==> config.mk <==
export PLATFORM = sky130hd
export DESIGN_NAME = datetime_difference_unit_flat
export DESIGN_NICKNAME = d
export VERILOG_FILES = /design/src/rtl/dtd_pkg.sv /design/src/rtl/dtd_stream_if.sv /design/src/rtl/dtd_date_conv.sv /design/src/rtl/datetime_difference_unit.sv /design/src/flat_wrapper.sv
export SDC_FILE = /design/constraint.sdc
export NUM_CORES = 1
export LEC_CHECK = 0
export BUFFER_PORTS_ARGS = -buffer_cell sky130_fd_sc_hd__buf_2
export CAP_MARGIN = 20
export CORE_MARGIN = 2
export CORE_UTILIZATION = 40
export DETAILED_ROUTE_END_ITERATION = 8
export PLACE_DENSITY = 0.6
export SLEW_MARGIN = 15
export SYNTH_ARGS = -nofsm -noshare
export SYNTH_HDL_FRONTEND = slang
export SYNTH_HIERARCHICAL = 1
export SYNTH_SLANG_ARGS = --single-unit
==> constraint.sdc <==
create_clock -name clk_i -period 14.8 [get_ports clk_i]
set_clock_uncertainty 0.15 [all_clocks]
set_input_delay 0 -clock clk_i [delete_from_list [all_inputs] [get_ports clk_i]]
set_output_delay 0 -clock clk_i [all_outputs]
set_load 0.005 [all_outputs]
==> src/rtl/dtd_pkg.sv <==
// Shared types, constants and calendar helper functions for the date-time difference unit.
package dtd_pkg;

  typedef logic [13:0] year_t;
  typedef logic [3:0]  month_t;
  typedef logic [4:0]  day_t;
  typedef logic [4:0]  hour_t;
  typedef logic [5:0]  minute_t;
  typedef logic [5:0]  second_t;
  typedef logic [22:0] day_cnt_t;
  typedef logic [2:0]  weekday_t;

  typedef struct packed {
    year_t   year_a;
    month_t  month_a;
    day_t    day_a;
    hour_t   hour_a;
    minute_t minute_a;
    second_t second_a;
    year_t   year_b;
    month_t  month_b;
    day_t    day_b;
    hour_t   hour_b;
    minute_t minute_b;
    second_t second_b;
  } dtd_in_t;

  typedef struct packed {
    logic     valid_a;
    logic     valid_b;
    day_cnt_t diff_days;
    hour_t    diff_hours;
    minute_t  diff_minutes;
    second_t  diff_seconds;
    weekday_t weekday_a;
    weekday_t weekday_b;
    logic     time_present;
  } dtd_out_t;

  localparam month_t  MonthJan    = 4'd1;
  localparam month_t  MonthFeb    = 4'd2;
  localparam month_t  MonthDec    = 4'd12;
  localparam hour_t   MaxHour     = 5'd23;
  localparam minute_t MaxMinute   = 6'd59;
  localparam second_t MaxSecond   = 6'd59;
  localparam logic [6:0] SecsPerMin  = 7'd60;
  localparam logic [6:0] MinsPerHour = 7'd60;
  localparam logic [5:0] HoursPerDay = 6'd24;
  localparam day_cnt_t DaysPerYear = 23'd365;

  // floor(q / 25) for q below 4096 is (q * 2622) >> 16.
  localparam logic [11:0] Recip25    = 12'd2622;
  localparam int unsigned Recip25Shr = 16;

  // Century number floor(y / 100), computed as floor(floor(y / 4) / 25).
  function automatic logic [7:0] div100(year_t y);
    logic [23:0] prod;
    prod = {12'd0, y[13:2]} * {12'd0, Recip25};
    return prod[Recip25Shr +: 8];
  endfunction

  function automatic day_t month_len(month_t m);
    day_t n;
    unique case (m)
      4'd1, 4'd3, 4'd5, 4'd7, 4'd8, 4'd10, 4'd12: n = 5'd31;
      4'd4, 4'd6, 4'd9, 4'd11:                    n = 5'd30;
      4'd2:                                       n = 5'd28;
      default:                                    n = 5'd0;
    endcase
    return n;
  endfunction

  // Days in the months before month m of a common year.
  function automatic logic [8:0] cum_days(month_t m);
    logic [8:0] n;
    unique case (m)
      4'd2:    n = 9'd31;
      4'd3:    n = 9'd59;
      4'd4:    n = 9'd90;
      4'd5:    n = 9'd120;
      4'd6:    n = 9'd151;
      4'd7:    n = 9'd181;
      4'd8:    n = 9'd212;
      4'd9:    n = 9'd243;
      4'd10:   n = 9'd273;
      4'd11:   n = 9'd304;
      4'd12:   n = 9'd334;
      default: n = 9'd0;
    endcase
    return n;
  endfunction

  // Since 8 = 1 mod 7, the sum of the octal digits keeps the residue.
  function automatic weekday_t mod7(day_cnt_t v);
    logic [5:0] s;
    logic [3:0] t;
    logic [2:0] u;
    s = {4'd0, v[22:21]};
    for (int i = 0; i < 7; i++) begin
      s = s + {3'd0, v[3*i +: 3]};
    end
    t = {1'b0, s[5:3]} + {1'b0, s[2:0]};
    u = t[2:0] + {2'd0, t[3]};
    return (u == 3'd7) ? 3'd0 : u;
  endfunction

endpackage

==> src/rtl/dtd_stream_if.sv <==
// Valid/ready stream interface that carries one payload of type T.
interface dtd_stream_if #(
  parameter type T = logic
);
  logic valid;
  logic ready;
  T     data;

  modport source (output valid, output data, input ready);
  modport sink (input valid, input data, output ready);
endinterface

==> src/rtl/dtd_date_conv.sv <==
// Checks one date-time and converts its date to a day count since 0001-01-01.
module dtd_date_conv (
  input  dtd_pkg::year_t    year_i,
  input  dtd_pkg::month_t   month_i,
  input  dtd_pkg::day_t     day_i,
  input  dtd_pkg::hour_t    hour_i,
  input  dtd_pkg::minute_t  minute_i,
  input  dtd_pkg::second_t  second_i,
  output logic              valid_o,
  output dtd_pkg::day_cnt_t day_cnt_o,
  output logic              time_present_o
);
  import dtd_pkg::*;

  logic [7:0]  cent;
  logic [7:0]  prev_cent;
  logic [11:0] cent_x25;
  logic        div4;
  logic        div100_y;
  logic        div400;
  logic        leap;
  year_t       prev_year;
  day_t        mlen;

  assign cent     = div100(year_i);
  assign cent_x25 = 12'({4'd0, cent} * 12'd25);
  assign div4     = (year_i[1:0] == 2'b00);
  assign div100_y = div4 && (year_i[13:2] == cent_x25);
  assign div400   = div100_y && (cent[1:0] == 2'b00);
  assign leap     = div4 && (!div100_y || div400);

  // The century count of the previous year drops by one exactly when this
  // year is a multiple of 100.
  assign prev_year = year_i - 14'd1;
  assign prev_cent = cent - {7'd0, div100_y};

  assign day_cnt_o = 23'(prev_year) * DaysPerYear
                   + 23'(prev_year[13:2])
                   - 23'(prev_cent)
                   + 23'(prev_cent[7:2])
                   + 23'(cum_days(month_i))
                   + 23'(leap && (month_i > MonthFeb))
                   + 23'(day_i)
                   - 23'd1;

  always_comb begin
    mlen = month_len(month_i);
    if (month_i == MonthFeb && leap) begin
      mlen = 5'd29;
    end
  end

  assign valid_o = (year_i != 14'd0) && (month_i >= MonthJan) && (month_i <= MonthDec)
                && (day_i != 5'd0) && (day_i <= mlen) && (hour_i <= MaxHour)
                && (minute_i <= MaxMinute) && (second_i <= MaxSecond);

  assign time_present_o = (hour_i != 5'd0) && (minute_i != 6'd0) && (second_i != 6'd0);

endmodule

==> src/rtl/datetime_difference_unit.sv <==
// Date-time difference unit: takes a pair of proleptic Gregorian date-times per transaction,
// checks both, and returns the absolute difference as days, hours, minutes and seconds
// together with each date's weekday (0 is Monday) and the time-present flag; when either
// date-time is invalid only the two valid flags can be set. The unit is a three-register
// pipeline (input register, day-count register, result register): it accepts one
// transaction per cycle while input ready is high and passes it through them in that order. The
// result register and the two stages before it absorb output stalls, so input ready drops
// only when all three stages hold a transaction and the output is not taken.
module datetime_difference_unit (
  input  logic         clk_i,
  input  logic         rst_ni,
  dtd_stream_if.sink   in_i,
  dtd_stream_if.source out_o
);
  import dtd_pkg::*;

  typedef struct packed {
    logic     va;
    logic     vb;
    logic     tp;
    day_cnt_t dca;
    day_cnt_t dcb;
    hour_t    ha;
    minute_t  ma;
    second_t  sa;
    hour_t    hb;
    minute_t  mb;
    second_t  sb;
  } mid_t;

  logic     v0_q, v1_q, v2_q;
  logic     adv0, adv1, adv2;
  dtd_in_t  in_q;
  mid_t     mid_d, mid_q;
  dtd_out_t out_d, out_q;

  logic     va, vb, tpa, tpb;
  day_cnt_t dca, dcb;

  // Pipeline flow: a stage moves on when it is empty or the next one moves.
  assign adv2       = !v2_q || out_o.ready;
  assign adv1       = !v1_q || adv2;
  assign adv0       = !v0_q || adv1;
  assign in_i.ready = adv0;

  always_ff @(posedge clk_i or negedge rst_ni) begin
    if (!rst_ni) begin
      v0_q <= 1'b0;
      v1_q <= 1'b0;
      v2_q <= 1'b0;
    end else begin
      if (adv0) begin
        v0_q <= in_i.valid;
      end
      if (adv1) begin
        v1_q <= v0_q;
      end
      if (adv2) begin
        v2_q <= v1_q;
      end
    end
  end

  always_ff @(posedge clk_i) begin
    if (adv0 && in_i.valid) begin
      in_q <= in_i.data;
    end
    if (adv1 && v0_q) begin
      mid_q <= mid_d;
    end
    if (adv2 && v1_q) begin
      out_q <= out_d;
    end
  end

  dtd_date_conv u_conv_a (
    .year_i         (in_q.year_a),
    .month_i        (in_q.month_a),
    .day_i          (in_q.day_a),
    .hour_i         (in_q.hour_a),
    .minute_i       (in_q.minute_a),
    .second_i       (in_q.second_a),
    .valid_o        (va),
    .day_cnt_o      (dca),
    .time_present_o (tpa)
  );

  dtd_date_conv u_conv_b (
    .year_i         (in_q.year_b),
    .month_i        (in_q.month_b),
    .day_i          (in_q.day_b),
    .hour_i         (in_q.hour_b),
    .minute_i       (in_q.minute_b),
    .second_i       (in_q.second_b),
    .valid_o        (vb),
    .day_cnt_o      (dcb),
    .time_present_o (tpb)
  );

  always_comb begin
    mid_d.va  = va;
    mid_d.vb  = vb;
    mid_d.tp  = tpa || tpb;
    mid_d.dca = dca;
    mid_d.dcb = dcb;
    mid_d.ha  = in_q.hour_a;
    mid_d.ma  = in_q.minute_a;
    mid_d.sa  = in_q.second_a;
    mid_d.hb  = in_q.hour_b;
    mid_d.mb  = in_q.minute_b;
    mid_d.sb  = in_q.second_b;
  end

  // The difference is taken field by field with borrows, larger moment minus smaller.
  // For valid moments the ordering of {days, hour, minute, second} is the time order.
  logic       a_ge;
  day_cnt_t   big_d, sml_d;
  hour_t      big_h, sml_h;
  minute_t    big_m, sml_m;
  second_t    big_s, sml_s;
  logic [6:0] ds, ds_adj, dm, dm_adj;
  logic [5:0] dh, dh_adj;
  logic       bs, bm, bh;

  always_comb begin
    a_ge = {mid_q.dca, mid_q.ha, mid_q.ma, mid_q.sa}
        >= {mid_q.dcb, mid_q.hb, mid_q.mb, mid_q.sb};
    big_d = a_ge ? mid_q.dca : mid_q.dcb;
    sml_d = a_ge ? mid_q.dcb : mid_q.dca;
    big_h = a_ge ? mid_q.ha  : mid_q.hb;
    sml_h = a_ge ? mid_q.hb  : mid_q.ha;
    big_m = a_ge ? mid_q.ma  : mid_q.mb;
    sml_m = a_ge ? mid_q.mb  : mid_q.ma;
    big_s = a_ge ? mid_q.sa  : mid_q.sb;
    sml_s = a_ge ? mid_q.sb  : mid_q.sa;

    ds     = {1'b0, big_s} - {1'b0, sml_s};
    bs     = ds[6];
    ds_adj = ds + (bs ? SecsPerMin : 7'd0);

    dm     = {1'b0, big_m} - {1'b0, sml_m} - {6'd0, bs};
    bm     = dm[6];
    dm_adj = dm + (bm ? MinsPerHour : 7'd0);

    dh     = {1'b0, big_h} - {1'b0, sml_h} - {5'd0, bm};
    bh     = dh[5];
    dh_adj = dh + (bh ? HoursPerDay : 6'd0);

    out_d         = '0;
    out_d.valid_a = mid_q.va;
    out_d.valid_b = mid_q.vb;
    if (mid_q.va && mid_q.vb) begin
      out_d.diff_days    = big_d - sml_d - {22'd0, bh};
      out_d.diff_hours   = dh_adj[4:0];
      out_d.diff_minutes = dm_adj[5:0];
      out_d.diff_seconds = ds_adj[5:0];
      out_d.weekday_a    = mod7(mid_q.dca);
      out_d.weekday_b    = mod7(mid_q.dcb);
      out_d.time_present = mid_q.tp;
    end
  end

  assign out_o.valid = v2_q;
  assign out_o.data  = out_q;

`ifndef NO_ASSERTIONS
  // Input back-pressure only comes from a completely full pipeline.
  assert property (@(posedge clk_i) disable iff (!rst_ni)
    !in_i.ready |-> (v0_q && v1_q && v2_q && !out_o.ready))
    else $error("input stalled while the pipeline has room");

  // An invalid date-time forces every numeric field of the result to zero.
  assert property (@(posedge clk_i) disable iff (!rst_ni)
    (out_o.valid && !(out_o.data.valid_a && out_o.data.valid_b)) |->
      (out_o.data.diff_days == '0 && out_o.data.diff_hours == '0
       && out_o.data.diff_minutes == '0 && out_o.data.diff_seconds == '0
       && out_o.data.weekday_a == '0 && out_o.data.weekday_b == '0
       && !out_o.data.time_present))
    else $error("nonzero result fields for an invalid date-time");

  // The borrow chain must leave every remainder field in range.
  assert property (@(posedge clk_i) disable iff (!rst_ni)
    out_o.valid |-> (out_o.data.diff_hours <= MaxHour
                     && out_o.data.diff_minutes <= MaxMinute
                     && out_o.data.diff_seconds <= MaxSecond
                     && out_o.data.weekday_a <= 3'd6
                     && out_o.data.weekday_b <= 3'd6))
    else $error("difference or weekday field out of range");

  // A filled middle stage moves into the result register once that register is free.
  assert property (@(posedge clk_i) disable iff (!rst_ni)
    (v1_q && adv2) |=> out_o.valid)
    else $error("middle stage transaction lost");
`endif

endmodule

==> src/flat_wrapper.sv <==
// flat-port wrapper written by rule: the top's interface ports become plain ports
module datetime_difference_unit_flat import dtd_pkg::*;
  (clk_i, rst_ni, in_i_valid, in_i_data, in_i_ready, out_o_valid, out_o_data, out_o_ready);
  dtd_stream_if #(.T(dtd_in_t)) in_i_i ();
  dtd_stream_if #(.T(dtd_out_t)) out_o_i ();
  input  logic clk_i;
  input  logic rst_ni;
  input wire logic [$bits(in_i_i.valid)-1:0] in_i_valid;
  input wire logic [$bits(in_i_i.data)-1:0] in_i_data;
  output wire logic [$bits(in_i_i.ready)-1:0] in_i_ready;
  output wire logic [$bits(out_o_i.valid)-1:0] out_o_valid;
  output wire logic [$bits(out_o_i.data)-1:0] out_o_data;
  input wire logic [$bits(out_o_i.ready)-1:0] out_o_ready;
  assign in_i_i.valid = in_i_valid;
  assign in_i_i.data = in_i_data;
  assign in_i_ready = in_i_i.ready;
  assign out_o_valid = out_o_i.valid;
  assign out_o_data = out_o_i.data;
  assign out_o_i.ready = out_o_ready;
  datetime_difference_unit u_core (.clk_i(clk_i), .rst_ni(rst_ni), .in_i(in_i_i), .out_o(out_o_i));
endmodule
==> out/qor.txt, run 1 <==
CP Launch Type: flop
1st-iter DRT viols: 819
Setup Crit Path Kind: reg -> reg
Slew Limit Headroom: 29.73%
Total CTS buffers: 27
Post-route ant nets: 0
Max-cap violations: 0
Post-layout util: 46.70%
Busiest grt layer: met2
DIE HEIGHT: 276.2 µm
Ports: 135
Seq. cell area: 6441 µm²
Layout cell share with drive strength beyond 1: 8.414%
Hold Startpoint: out_o_ready
Worst-Margin Slew: 1047 ps
Core area: 73210 µm²
NumNets Final: 4185
Register area share after synthesis: 21.74%
Drt pass-1 iters: 5
P&R area growth vs syn: 15.38%
Worst-Skew Late Latency: 600 ps
Post-synth ARST share: 1.395%
Synth cell types: 99
Largest stage delay, worst path: 550 ps
Final worst slack: 968.7 ps
DRC Markers: 0
Status: complete, no violations
Worst Hold Depth: 4
Tmin final: 13830 ps
Non-Filler Instances: 4183
Routing usage on met3: 1.673%
Synthesized area per cell: 10.34 µm²
Area of the multi-input gates: 20780 µm²
Initial antenna violation count: 4
Slew Limit Fails: 0
First-pass GRT wire length: 112.1 mm
CTS H-tree depth: 1
Worst reg2reg path startpoint: u_core/in_q[74]
Die area: 76270 µm²
Die Wd: 276.2 µm
Tot GR Track Use: 18.07%
Largest net degree at the start of global routing: 78
TritonCTS clock tree: done
Reg2Reg Depth: 52
Vias: 20460
Hold endpoint: u_core/out_o.valid
Crit path capture type: flop
CTS Sinks: 215
R2r endpoint: u_core/mid_q[78]
Initial Utilization: 40.48%
Period utilization: 93.45%
WP data required: 14950 ps
Flops & latches, synth: 215
Endpoints failing setup: 0
Filler Cell Count: 6777
EDFF count, synth: 212
Critical path peak fanout: 7
DR vias/cell: 4.891
CTS root buffer: clkbuf_16
Crit path DAT: 13980 ps
Cell row count: 99
Worst min-delay path class: in -> reg
Setup TNS: 0 ps
Post-synthesis cell area: 29630 µm²
Synthesis Warnings: 6
Port-buffer cells: 134
Max clock buf depth: 3
Final hold vios: 0
CP max-delay cell: fa_1
DP HPWL: 56.03 mm
Fmax achieved: 0.07230 GHz
Dpl ws: 740.0 ps
Total grt overflow: 0
Drt wl/cell: 16.23 µm
GR Layer Usage met2: 31.13%
Routability congestion estimate from global placement: 0.8627
Most used DFF post-synth: edfxtp_1
Syn Inst Count: 2866
RSZ-0062 raised after global routing: no
DRT Wirelength: 67.90 mm
Worst-path clk slew: 60 ps
M1 GR Usage: 24.49%
Worst R2R Setup Slack: 970 ps
Post-synth net total: 3849
Vias in the first global route: 21290
Cells after DPL: 3954
layer usage:
metal,wire [µm],up-vias
met4,1545,2
met2,31980,292
met5,16,-
met1,32480,9767
met3,1881,89
li1,-,10310
synth_stat cells (17+ instances only):
library cell / n / area, µm²
nand3_1: 34 / 170.2
nand2_1: 96 / 360.4
xnor2_1: 136 / 1191
inv_1: 618 / 2320
clkbuf_1: 18 / 67.56
and3_1: 50 / 312.8
a31oi_1: 17 / 106.4
o21ai_0: 60 / 300.3
a21o_1: 49 / 367.9
nor3_1: 44 / 220.2
a21oi_1: 130 / 650.6
xor2_1: 41 / 359.1
edfxtp_1: 212 / 6366
nand4_1: 25 / 156.4
nand2b_1: 27 / 168.9
ha_1: 590 / 7382
fa_1: 309 / 6186
nor2_1: 136 / 510.5
critical path, delay by kind of cell (launching register included):
family	cells	cell delay [ps]
flops	1	520
buf+inv	11	810
xor+xnor	2	390
simple gates	11	2160
compound gates	10	2610
fa+ha+maj	18	6910
area by class of cell:
type,instances,share of cell area (%)
well taps,959,3.510
diodes,3,0.02196
multi-input cells,2006,60.77
clock buffers,29,1.998
clock inverters,19,0.4831
repair buffers,334,7.568
inverters,618,6.807
flip-flops and latches,215,18.84
cell usage in the layout (no fill, tap or decap), types with 9 or more instances in the layout:
master,instances
fa_1,309
nor3_1,44
nand2b_1,27
buf_2,134
xor2_1,41
edfxtp_1,212
a31oi_1,17
o211ai_1,9
buf_4,34
dlygate4sd3_1,166
nand2_1,96
clkbuf_16,27
nand3_1,34
nor2b_1,13
a21o_1,49
and2_1,12
inv_1,615
nor2_1,136
nand4_1,25
ha_1,590
and3_1,50
xnor2_1,135
a21oi_1,130
nor4_1,10
o21ai_0,60
mux2i_1,14
or4_1,10
o21bai_1,9
sequential cells by signal, summed over array words and instances, names as in the netlist:
| signal | count |
|---|---|
| u_core/v0_q | 1 |
| u_core/out_o.valid | 1 |
| u_core/v1_q | 1 |
| u_core/mid_q | 83 |
| u_core/out_o.data | 49 |
| u_core/in_q | 80 |
cell families (layout without fill, tap and decap cells):
| family | count (synthesis) | after routing | synth area share, % |
|---|---|---|---|
| adders and majority gates | 899 | 899 | 45.79 |
| buffers and inverters | 645 | 1000 | 8.213 |
| and+or+nand+nor | 509 | 509 | 8.960 |
| AOI/OAI and AO/OA | 398 | 398 | 9.112 |
| DFF | 215 | 215 | 21.74 |
| xor gates and xnor gates | 178 | 178 | 5.324 |
| muxes | 22 | 22 | 0.8655 |
| other | 0 | 3 | 0 |
repair_timing:
| action | CTS | global route |
|---|---|---|
| endpoints found under the hold margin | 126 | 0 |
| resized for setup | 0 | 5 |
| setup endpoints to repair | 0 | 3 |
| buffers inserted | 0 | 12 |
| hold buffers | 166 | 0 |
stage by stage:
stage	instance area (µm²)	hold slack, ps
detailed placement	31560	-349.8
global placement	31560	-352.5
global route	34190	130.8
floorplan	29630	-445.6
CTS	34070	70.85
finish	34190	108.9
worst max path at each step:
stage | startpoint | to | slack (ps) | cells past startpoint
5_1_grt | u_core/in_q[74] | u_core/mid_q[78] | 70 | 53
3_3_place_gp | u_core/in_q[75] | u_core/mid_q[78] | 990 | 52
6_report | u_core/in_q[74] | u_core/mid_q[78] | 970 | 52
3_5_place_dp | u_core/in_q[75] | u_core/mid_q[78] | 740 | 52
2_1_floorplan | u_core/in_q[74] | u_core/mid_q[78] | 1690 | 53
4_1_cts | u_core/in_q[74] | u_core/mid_q[78] | 720 | 52
Power of run 1 is left out: the tool's default activity adds up to more than one toggle a clock period on the data nets, which glitch-free logic cannot reach.
==> run 2: changes to the inputs <==
--- a/config.mk
+++ b/config.mk
@@ -7,7 +7,6 @@
 export LEC_CHECK = 0
 export BUFFER_PORTS_ARGS = -buffer_cell sky130_fd_sc_hd__buf_2
 export CAP_MARGIN = 20
-export CORE_MARGIN = 2
 export CORE_UTILIZATION = 40
 export DETAILED_ROUTE_END_ITERATION = 8
 export PLACE_DENSITY = 0.6
==> run 2 against run 1 <==
Against the previous run: the flow now finishes with violations (design-rule violations); register-to-register slack got worse by 70 ps; non-clock buffer count increased by 1; first-iteration DRC count increased by 21%; core utilization increased by 0.10 points; global-route usage decreased by 0.056 points; critical path type unchanged; critical endpoint is now u_core/mid_q[79]; largest cell class unchanged.
==> out/qor.txt, run 2 (same netlist as run 1, synthesis figures left out) <==
Crit path capture type: flop
Max FFs per register: 83 (unchanged)
CTS root buffer: clkbuf_16
Largest stage delay, worst path: 610 ps (+60 ps)
Tot GR Track Use: 18.01% (-0.056 points)
Crit-path most repeated cell: inv_1
Slew Limit Headroom: 28.10% (-1.6 points)
Drt wl/cell: 15.96 µm (-1.7%)
Die area: 75170 µm² (-1.4%)
TritonCTS clock tree: done
Ports: 135 (unchanged)
CP max-delay cell: fa_1
Worst reg2reg path startpoint: u_core/in_q[74]
Total CTS buffers: 27 (unchanged)
Die Wd: 274.2 µm (-0.72%)
Total grt overflow: 0 (unchanged)
Initial antenna violation count: 2 (-2)
Final worst slack: 897.4 ps (-71.32 ps)
Post-route ant nets: 0 (unchanged)
1st-iter DRT viols: 993 (+21%)
Worst-path clk slew: 60 ps (about the same)
Most frequent cells in the layout: inv_1, ha_1, fa_1, edfxtp_1, dlygate4sd3_1
P&R area growth vs syn: 15.44% (about the same)
WP data required: 14980 ps (+30 ps)
Top reg by flops: u_core/mid_q
Status: finished with violations
CP Launch Point: u_core/in_q[74]
Cell row count: 99 (unchanged)
Routability congestion estimate from global placement: 0.8818 (+2.2%)
Max-cap violations: 0 (unchanged)
DR vias/cell: 4.901 (+0.19%)
Top Registers: u_core/mid_q x83, u_core/in_q x80, u_core/out_o.data x49
Port-buffer cells: 134 (unchanged)
Vias in the first global route: 20680 (-2.8%)
Hold Startpoint: in_i_data[24]
Critical path peak fanout: 7 (unchanged)
Layout cell share with drive strength beyond 1: 8.724% (+0.31 points)
CP Launch Type: flop
Filler Cell Count: 6812 (+0.52%)
Vias: 20490 (+0.14%)
Crit path DAT: 14080 ps (+100 ps)
Max clock buf depth: 3 (unchanged)
Drt pass-1 iters: 7 (+2)
First-pass GRT wire length: 108.2 mm (-3.5%)
Failing checks: design-rule violations
CTS H-tree depth: 1 (unchanged)
Initial Utilization: 40.55% (+0.069 points)
CTS Sinks: 215 (unchanged)
Period utilization: 93.94% (+0.48 points)
Core area: 73080 µm² (-0.17%)
DIE HEIGHT: 274.2 µm (-0.72%)
Dpl ws: 651.7 ps (-88.34 ps)
Final hold vios: 0 (unchanged)
DRT Wirelength: 66.74 mm (-1.7%)
Slew Limit Fails: 0 (unchanged)
Endpoints failing setup: 0 (unchanged)
Largest net degree at the start of global routing: 74 (-5.1%)
Worst min-delay path class: in -> reg
Tmin final: 13900 ps (+71.32 ps)
Cells after DPL: 3952 (-0.051%)
DRC Markers: 23 (+23)
DP HPWL: 56.13 mm (+0.17%)
NumNets Final: 4186 (+0.024%)
Worst-Skew Late Latency: 590 ps (about the same)
Fmax achieved: 0.07193 GHz (-0.51%)
Setup Crit Path Kind: reg -> reg
Commonest non-fill, non-tap cell in the layout: inv_1
Non-Filler Instances: 4181 (-0.048%)
Worst-Margin Slew: 1071 ps (+24.22 ps)
-- run 2: cell count changes in the layout (fill, tap and decap cells not counted), moves of 2 or more --
cell and change:
clkinv_1 -3, xnor2_2 +2, diode_2 -2, clkinvlp_4 +2
buf_4 +8, xnor2_1 -2, dlygate4sd3_1 -7
-- run 2: worst paths after layout --
path,depth (start not counted),slack (ps),endpoint
setup / recovery,53,900,u_core/mid_q[79]
hold / removal,2,20,u_core/in_q[24]
setup reg to reg,53,900,u_core/mid_q[79]
hold reg to reg,0,290,u_core/mid_q[23]
max in group asynchronous,3,14200,u_core/out_o.valid
min in group asynchronous,3,150,u_core/v1_q
-- run 2: critical path, delay by kind of cell (launching register included) --
family	cells	cell delay [ps]
AO/OA/AOI/OAI	10	2770
buffers and inverters	12	890
XOR/XNOR	3	450
adder cells (fa/ha/maj)	18	6850
AND/OR/NAND/NOR	10	2120
flip-flops	1	440
-- run 2: per-stage QoR --
step | instance area [µm²] | utilization (%) | hold slack [ps] | TNS, ps
after global placement | 31550 | 43.16 | -351.8 | 0
after CTS | 34010 | 46.53 | 2.588 | 0
after floorplan | 29630 | - | -445.6 | 0
after global routing | 34210 | 46.81 | 38.20 | -18.61
after detailed placement | 31550 | 43.16 | -347.3 | 0
final | 34210 | 46.81 | 24.01 | 0
-- run 2: repair_timing --
action,4_1_cts,5_1_grt
hold buffers,159,0
endpoints found under the setup margin,0,8
buffers inserted,0,22
hold endpoints to repair,101,0
resized for setup,0,7
-- run 2: metal layers --
metal / track usage [%] / part of all wire (%) / up-vias
met1: 24.95 / 47 / 9802
met4: 4.459 / 2.4 / 2
met2: 30.28 / 47 / 284
li1: - / - / 10320
met3: 1.550 / 3.1 / 81
met5: 0 / 0.018 / -
-- run 2: cell type report --
type                       instances  area [µm²]  share of cell area [%]
clock buffer                      30       686.9                   2.008
clock inverter                    17       185.2                  0.5414
timing repair buffer             335        2577                   7.535
multi-input combinational       2006       20790                   60.77
inverter                         618        2327                   6.803
sequential                       215        6441                   18.83
antenna                            1       2.502                0.007316
tap                              959        1200                   3.508
Power of run 2 is left out for the same reason.
